`src/rtl/core/modexp_pkg.sv`:
```
// ============================================================================
// modexp_pkg
// Shared widths, reset values and the request/response bundles that pass
// between the exponentiation sequencer and the serial modular reducer.
// ============================================================================
`default_nettype none

package modexp_pkg;

    localparam int MOD_W  = 31;        // modulus and residue width
    localparam int IN_W   = 63;        // base and exponent width
    localparam int PROD_W = 2 * MOD_W; // residue product width
    localparam int CNT_W  = 6;         // reducer bit counter width

    localparam logic [MOD_W-1:0] MOD_RESET = MOD_W'(1000000007);

    // Start a reduction of a dividend
    typedef struct packed {
        logic            go;
        logic [IN_W-1:0] dividend;
    } red_req_t;

    // Finished reduction
    typedef struct packed {
        logic             done;
        logic [MOD_W-1:0] remainder;
    } red_rsp_t;

endpackage

`default_nettype wire

```
`src/rtl/core/modexp_reduce.sv`:
```
// ============================================================================
// modexp_reduce
// Serial restoring reducer: shifts a 63-bit dividend in one bit per cycle and
// keeps a running remainder below the modulus with one compare and subtract.
// ============================================================================
`default_nettype none

module modexp_reduce (
    input  wire                         clk,
    input  wire                         rst_n,
    input  modexp_pkg::red_req_t        req,
    input  wire [modexp_pkg::MOD_W-1:0] modulus,
    output modexp_pkg::red_rsp_t        rsp
);
    import modexp_pkg::*;

    localparam logic [CNT_W-1:0] LAST_BIT = CNT_W'(IN_W - 1);

    logic             run_reg,  run_next;
    logic             done_reg, done_next;
    logic [CNT_W-1:0] cnt_reg,  cnt_next;
    logic [IN_W-1:0]  dvd_reg,  dvd_next;
    logic [MOD_W-1:0] rem_reg,  rem_next;

    logic [MOD_W:0]   trial;
    logic [MOD_W:0]   diff;

    // Shift in the next dividend bit and subtract the modulus when it fits
    always_comb
    begin
        trial = {rem_reg, dvd_reg[IN_W-1]};
        diff  = trial - {1'b0, modulus};
    end

    always_comb
    begin
        run_next  = run_reg;
        done_next = 1'b0;
        cnt_next  = cnt_reg;
        dvd_next  = dvd_reg;
        rem_next  = rem_reg;
        if (req.go)
        begin
            run_next = 1'b1;
            cnt_next = '0;
            dvd_next = req.dividend;
            rem_next = '0;
        end
        else if (run_reg)
        begin
            dvd_next = {dvd_reg[IN_W-2:0], 1'b0};
            if (trial >= {1'b0, modulus})
            begin
                rem_next = diff[MOD_W-1:0];
            end
            else
            begin
                rem_next = trial[MOD_W-1:0];
            end
            cnt_next = cnt_reg + CNT_W'(1);
            if (cnt_reg == LAST_BIT)
            begin
                run_next  = 1'b0;
                done_next = 1'b1;
            end
        end
    end

    // Hold control state
    always_ff @(posedge clk or negedge rst_n)
    begin
        if (!rst_n)
        begin
            run_reg  <= 1'b0;
            done_reg <= 1'b0;
            cnt_reg  <= '0;
        end
        else
        begin
            run_reg  <= run_next;
            done_reg <= done_next;
            cnt_reg  <= cnt_next;
        end
    end

    // Hold operands
    always_ff @(posedge clk)
    begin
        dvd_reg <= dvd_next;
        rem_reg <= rem_next;
    end

    assign rsp.done      = done_reg;
    assign rsp.remainder = rem_reg;

endmodule

`default_nettype wire

```
`src/rtl/core/modexp_ctrl.sv`:
```
// ============================================================================
// modexp_ctrl
// Square-and-multiply sequencer: scans the exponent from the low bit, forms
// residue products in a 31x31 multiplier and hands each one to the reducer.
// ============================================================================
`default_nettype none

module modexp_ctrl (
    input  wire                         clk,
    input  wire                         rst_n,
    input  wire                         start,
    input  wire [modexp_pkg::IN_W-1:0]  base,
    input  wire [modexp_pkg::IN_W-1:0]  exponent,
    input  wire [modexp_pkg::MOD_W-1:0] modulus,
    output logic                        busy,
    output logic                        done,
    output logic [modexp_pkg::MOD_W-1:0] power,
    output modexp_pkg::red_req_t        red_req,
    input  modexp_pkg::red_rsp_t        red_rsp
);
    import modexp_pkg::*;

    localparam logic [1:0] S_IDLE = 2'd0;
    localparam logic [1:0] S_MUL  = 2'd1;
    localparam logic [1:0] S_RED  = 2'd2;

    // What the running reduction produces
    localparam logic [1:0] T_BASE = 2'd0;
    localparam logic [1:0] T_ACC  = 2'd1;
    localparam logic [1:0] T_SQR  = 2'd2;

    logic [1:0]       state_reg,  state_next;
    logic [1:0]       tgt_reg,    tgt_next;
    logic             go_reg,     go_next;
    logic             done_reg,   done_next;
    logic [IN_W-1:0]  exp_reg,    exp_next;
    logic [IN_W-1:0]  opnd_reg,   opnd_next;
    logic [MOD_W-1:0] base_reg,   base_next;
    logic [MOD_W-1:0] acc_reg,    acc_next;
    logic [MOD_W-1:0] power_reg,  power_next;

    logic [MOD_W-1:0]  mul_a;
    logic [PROD_W-1:0] prod;
    logic [IN_W-1:0]   exp_shr;

    // Multiply the base by the accumulator or by itself
    always_comb
    begin
        mul_a = (tgt_reg == T_ACC) ? acc_reg : base_reg;
        prod  = {{MOD_W{1'b0}}, mul_a} * {{MOD_W{1'b0}}, base_reg};
    end

    assign exp_shr = {1'b0, exp_reg[IN_W-1:1]};

    // Advance the sequence
    always_comb
    begin
        state_next = state_reg;
        tgt_next   = tgt_reg;
        go_next    = 1'b0;
        done_next  = 1'b0;
        exp_next   = exp_reg;
        opnd_next  = opnd_reg;
        base_next  = base_reg;
        acc_next   = acc_reg;
        power_next = power_reg;
        case (state_reg)
            S_IDLE:
            begin
                if (start)
                begin
                    if (modulus == '0)
                    begin
                        power_next = '0;
                        done_next  = 1'b1;
                    end
                    else if (exponent == '0)
                    begin
                        power_next = MOD_W'(1);
                        done_next  = 1'b1;
                    end
                    else
                    begin
                        exp_next   = exponent;
                        opnd_next  = base;
                        acc_next   = MOD_W'(1);
                        tgt_next   = T_BASE;
                        go_next    = 1'b1;
                        state_next = S_RED;
                    end
                end
            end
            S_MUL:
            begin
                opnd_next  = {1'b0, prod};
                go_next    = 1'b1;
                state_next = S_RED;
            end
            S_RED:
            begin
                if (red_rsp.done)
                begin
                    case (tgt_reg)
                        T_ACC:
                        begin
                            acc_next = red_rsp.remainder;
                            if (exp_shr == '0)
                            begin
                                power_next = red_rsp.remainder;
                                done_next  = 1'b1;
                                state_next = S_IDLE;
                            end
                            else
                            begin
                                tgt_next   = T_SQR;
                                state_next = S_MUL;
                            end
                        end
                        T_SQR:
                        begin
                            // Drop the used exponent bit
                            base_next  = red_rsp.remainder;
                            exp_next   = exp_shr;
                            tgt_next   = exp_shr[0] ? T_ACC : T_SQR;
                            state_next = S_MUL;
                        end
                        default:
                        begin
                            base_next  = red_rsp.remainder;
                            tgt_next   = exp_reg[0] ? T_ACC : T_SQR;
                            state_next = S_MUL;
                        end
                    endcase
                end
            end
            default:
            begin
                state_next = S_IDLE;
            end
        endcase
    end

    // Hold control state
    always_ff @(posedge clk or negedge rst_n)
    begin
        if (!rst_n)
        begin
            state_reg <= S_IDLE;
            tgt_reg   <= T_BASE;
            go_reg    <= 1'b0;
            done_reg  <= 1'b0;
        end
        else
        begin
            state_reg <= state_next;
            tgt_reg   <= tgt_next;
            go_reg    <= go_next;
            done_reg  <= done_next;
        end
    end

    // Hold operands and the result beat
    always_ff @(posedge clk)
    begin
        exp_reg   <= exp_next;
        opnd_reg  <= opnd_next;
        base_reg  <= base_next;
        acc_reg   <= acc_next;
        power_reg <= power_next;
    end

    assign busy             = (state_reg != S_IDLE);
    assign done             = done_reg;
    assign power            = power_reg;
    assign red_req.go       = go_reg;
    assign red_req.dividend = opnd_reg;

endmodule

`default_nettype wire

```
`src/rtl/core/modular_exponentiation_core.sv`:
```
// ============================================================================
// modular_exponentiation_core
// Computes base^exponent mod modulus by right-to-left square-and-multiply
// with one multiplier and one shared bit-serial reducer.
// ============================================================================
//
//  Channel   Handshake             Payload
//  -------   -------------------   ---------------------------
//  command   start / busy          base[62:0], exponent[62:0]
//  result    done (1-cycle pulse)  power[30:0]
//  config    cfg_valid/cfg_ready   modulus[30:0]
//
//  A reduction holds the sequencer through its request, every dividend bit
//  and done; each product adds a multiply state. After the base reduction
//  each set exponent bit costs a product and each bit below the top set bit
//  a squaring. Exponent zero or modulus zero give done the next cycle.
//  The reducer's bit loop sets the rate. Reset restores modulus 1000000007.
//  The receiver cannot stall: a result beat is lost if not taken on done.
//
`default_nettype none

module modular_exponentiation_core (
    input  wire                         clk,
    input  wire                         rst_n,
    input  wire                         start,
    output logic                        busy,
    input  wire [modexp_pkg::IN_W-1:0]  base,
    input  wire [modexp_pkg::IN_W-1:0]  exponent,
    output logic                        done,
    output logic [modexp_pkg::MOD_W-1:0] power,
    input  wire                         cfg_valid,
    output logic                        cfg_ready,
    input  wire [modexp_pkg::MOD_W-1:0] modulus
);
    import modexp_pkg::*;

    logic [MOD_W-1:0] modulus_reg, modulus_next;
    red_req_t         red_req;
    red_rsp_t         red_rsp;
    logic             ctrl_busy;

    // Take a modulus beat only while no command is running or being started
    assign cfg_ready = ~ctrl_busy & ~start;
    assign busy      = ctrl_busy;

    always_comb
    begin
        modulus_next = modulus_reg;
        if (cfg_valid && cfg_ready)
        begin
            modulus_next = modulus;
        end
    end

    always_ff @(posedge clk or negedge rst_n)
    begin
        if (!rst_n)
        begin
            modulus_reg <= MOD_RESET;
        end
        else
        begin
            modulus_reg <= modulus_next;
        end
    end

    modexp_ctrl u_ctrl (
        .clk      (clk),
        .rst_n    (rst_n),
        .start    (start),
        .base     (base),
        .exponent (exponent),
        .modulus  (modulus_reg),
        .busy     (ctrl_busy),
        .done     (done),
        .power    (power),
        .red_req  (red_req),
        .red_rsp  (red_rsp)
    );

    modexp_reduce u_reduce (
        .clk     (clk),
        .rst_n   (rst_n),
        .req     (red_req),
        .modulus (modulus_reg),
        .rsp     (red_rsp)
    );

endmodule

`default_nettype wire

```
`config.mk`:
```
export PLATFORM = sky130hd
export DESIGN_NAME = modular_exponentiation_core
export DESIGN_NICKNAME = d
export VERILOG_FILES = /design/src/rtl/core/modexp_pkg.sv /design/src/rtl/core/modexp_reduce.sv /design/src/rtl/core/modexp_ctrl.sv /design/src/rtl/core/modular_exponentiation_core.sv
export SDC_FILE = /design/constraint.sdc
export NUM_CORES = 2
export LEC_CHECK = 0
export ABC_CLOCK_PERIOD_IN_PS = 13400
export BUFFER_PORTS_ARGS = -buffer_cell sky130_fd_sc_hd__buf_4
export CAP_MARGIN = 10
export CORE_AREA = 4 4 316 318
export CTS_BUF_LIST = sky130_fd_sc_hd__clkbuf_4 sky130_fd_sc_hd__clkbuf_8
export CTS_CLUSTER_SIZE = 8
export DETAILED_ROUTE_END_ITERATION = 7
export DIE_AREA = 0 0 320 322
export GPL_TIMING_DRIVEN = 0
export PLACE_DENSITY = 0.77
export SLEW_MARGIN = 20
export SYNTH_ARGS = -nofsm -noshare
export SYNTH_HDL_FRONTEND = slang
export SYNTH_SLANG_ARGS = --single-unit
```
`constraint.sdc`:
```
create_clock -name clk -period 13.4 [get_ports clk]
set_input_delay 0 -clock clk [delete_from_list [all_inputs] [get_ports clk]]
set_output_delay 0 -clock clk [all_outputs]
set_load 0.05 [all_outputs]
```
==> metrics.txt <==
status completed; Starting Density 0.4902; Setup crit end kind register; data arrival time of the critical path 11,820 ps; Synth Area per Inst 9.796 µm²; Routed Antenna Nets 0; Mapped Cells 4,832; register area share after synthesis 0.2162; CP required 13,810 ps; crit path to u_ctrl.opnd_reg[59]$_DFFE_PP_; min Tclk post-route 11,420 ps; share of post-route cells with drive strength above 1 0.08486; post-cts sizing count 0; gp weighted congestion 1.098; PD cells 56.20 nW/µm²; first-pass GRT wire length 243.8 mm; Die Width 320 µm; worst-case clock buffer depth 3; FILL cells 8,294; MaxCap Viol Count 0; setup bufs post-CTS 0; setup_tns 0 ps; Core ar. 96,570 µm²; Num Clock Sinks 358; Post-Syn Nets 6,121; synth unique cells 74; Num CTS Buffers 58; EDFF count, synth 282; part of the cycle the worst path needs 0.8520; ranking of synthesized cells by area fa_1, edfxtp_1, ha_1, and2_1, nand2_1; Via density 5.832; CTS Hold Bufs 161; post-synth top area share 0.3544; Setup CP Type reg -> reg; crit path launch type register; I/O pin total 195; Worst Reg-to-Reg Cells 27; DR WL/cell 24.93 µm; Peak supply drop 0.08091 mV; R2R setup slack 1980 ps; Vias 38,570; crit path launch u_ctrl.tgt_reg[1]$_DFFE_PN0P_; Post-DP HPWL 128.6 mm; Final Skew 28.94 ps; Final Max Tran Viols 0; I/O Buffers 194; H-tree depth 2; FP Rows 114; clock latency on the worst-skew pair 700 ps; aggregate global routing overflow 0; vias in the first global route 40,250; DR pass1 iterations 6; Syn-to-layout area delta 13.18%; die extent in y 322 µm; total track usage 0.3196; final net count 6,549; Yosys reg bits 358; CTS clk-pin slew, worst paths 70 ps; Worst slew margin 0.1163; final hold viol count 0; synth warn 0; asr flop ratio synth 0.1257; type of the most critical hold path in -> reg; most frequent cells in the layout nand2_1, fa_1, inv_1, and2_1, ha_1; initial antenna violation count 27; slew of the pin with the lowest slew margin 1326 ps; fin area 53,570 µm²; count of non-filler cells in the finished layout 6,614; Pleak 25.07 nW; Placed Instances 6,313; final setup fails 0; FMAX 0.08759 GHz; Crit Path Max Fanout 10; RSZ-0062 raised after global routing false; DRT iter0 DRCs 4,055; Syn Std Cell Area 47,330 µm²; ys flop type edfxtp_1; cell taking the most area after synthesis fa_1; largest net degree at the start of global routing 58; wirelength, routed 164.9 mm; die area 103,000 µm²; commonest non-fill, non-tap cell in the layout nand2_1; CTS tree done; r2r endpoint u_ctrl.opnd_reg[59]$_DFFE_PP_; Placed Area 50,680 µm²; beginning of the worst register-to-register path u_ctrl.tgt_reg[1]$_DFFE_PN0P_; clock root cell clkbuf_8; DRC errors left 0
==> where the power goes <==
part           internal [W]  total [W]  leakage [nW]  switching, W
Combinational      0.000305   0.000654          20.9      0.000349
Sequential          0.00129    0.00139          3.51     0.0000952
Clock              0.000514   0.000968         0.616      0.000454
Total               0.00211    0.00301          25.1      0.000898
==> worst max-delay path, stage by stage (launching register included) <==
cell      delay [ps]
dfrtp_1          390
inv_1             80
ha_1             130
clkbuf_1         680
clkbuf_1         890
mux2_2           340
clkbuf_1         970
nand2_1          180
fa_1             540
fa_1             550
fa_1             530
fa_1             520
inv_1             60
fa_1             550
fa_1             430
fa_1             570
fa_1             540
ha_1             460
and3_1           260
nand4_1          170
or3_1            340
o211a_1          190
a21oi_1          380
a21oi_1          230
o31ai_1          500
a31oi_1          270
a41oi_1          270
o41ai_1          100
==> metrics by stage <==
step                      hold WS (ps)  setup WS [ps]  utilization  total power (W)
after floorplan                 -295.6           5002            -         0.001801
after global placement           22.64           2585       0.5218         0.001990
after detailed placement         31.38           2494       0.5248         0.002002
after CTS                        21.30           2423       0.5536         0.003003
after global routing             68.39           1939       0.5540         0.003137
final                            57.40           1983       0.5548         0.003011
==> how the worst min path moves through the flow <==
stage / slack, ps / from / depth (start not counted) / end
floorplan: -300 / rst_n / 0 / modulus_reg[10]$_DFFE_PN0P_
global placement: 20 / rst_n / 1 / modulus_reg[13]$_DFFE_PN0P_
detailed placement: 30 / rst_n / 1 / modulus_reg[13]$_DFFE_PN0P_
CTS: 20 / modulus[4] / 4 / modulus_reg[4]$_DFFE_PN0P_
global route: 70 / modulus[16] / 4 / modulus_reg[16]$_DFFE_PN0P_
finish: 60 / modulus[3] / 4 / modulus_reg[3]$_DFFE_PN0P_
==> layer usage <==
layer  track usage  wire, µm  share of wire  vias to the layer above
met5      0.004167       136        0.00082                        -
met4        0.2277     15200          0.092                        8
met3        0.1128     20900           0.13                      866
met2        0.4939     72800           0.44                     2721
met1        0.3714     55870           0.34                    18990
li1              -         -              -                    15990
==> cell usage after synthesis, drive strengths merged (3+ instances only) <==
cell	count
a211oi	15
a21boi	4
a21o	50
a21oi	98
a221oi	4
a311oi	22
a31oi	17
a41oi	7
and2	531
and3	14
buf	10
clkbuf	264
dfrtp	29
dfstp	16
dfxtp	31
edfxtp	282
fa	838
ha	290
inv	821
mux2	94
nand2	841
nand2b	16
nand3	22
nand4	35
nor2	72
nor2b	9
nor3	12
nor3b	3
nor4	43
o211a	4
o211ai	10
o21a	20
o21ai	145
o21bai	17
o311ai	6
o31ai	12
or2	3
or3	10
or4	4
xnor2	47
xor2	35
==> kinds of logic (layout without fill, tap and decap cells) <==
logic type,Yosys count,in the layout,synth area share
AO/OA/AOI/OAI,452,452,0.06212
other,0,35,0
flip-flops,358,358,0.2162
buffers and inverters,1095,1566,0.08702
adder cells (fa/ha/maj),1128,1128,0.4311
AND/OR/NAND/NOR,1622,1622,0.1658
multiplexers,95,95,0.02257
XOR/XNOR,82,82,0.01517
==> layout make-up <==
cell class	instances	area, µm²	share of cell area
antenna	35	87.58	0.001635
tap	1276	1597	0.02980
multi-input combinational	3379	33040	0.6166
inverter	821	3084	0.05757
timing repair buffer	368	3338	0.06231
clock buffer	86	1040	0.01941
clock inverter	17	116.4	0.002172
sequential	358	10230	0.1910
buffer	274	1041	0.01943
(Power assumes the default switching activity.)
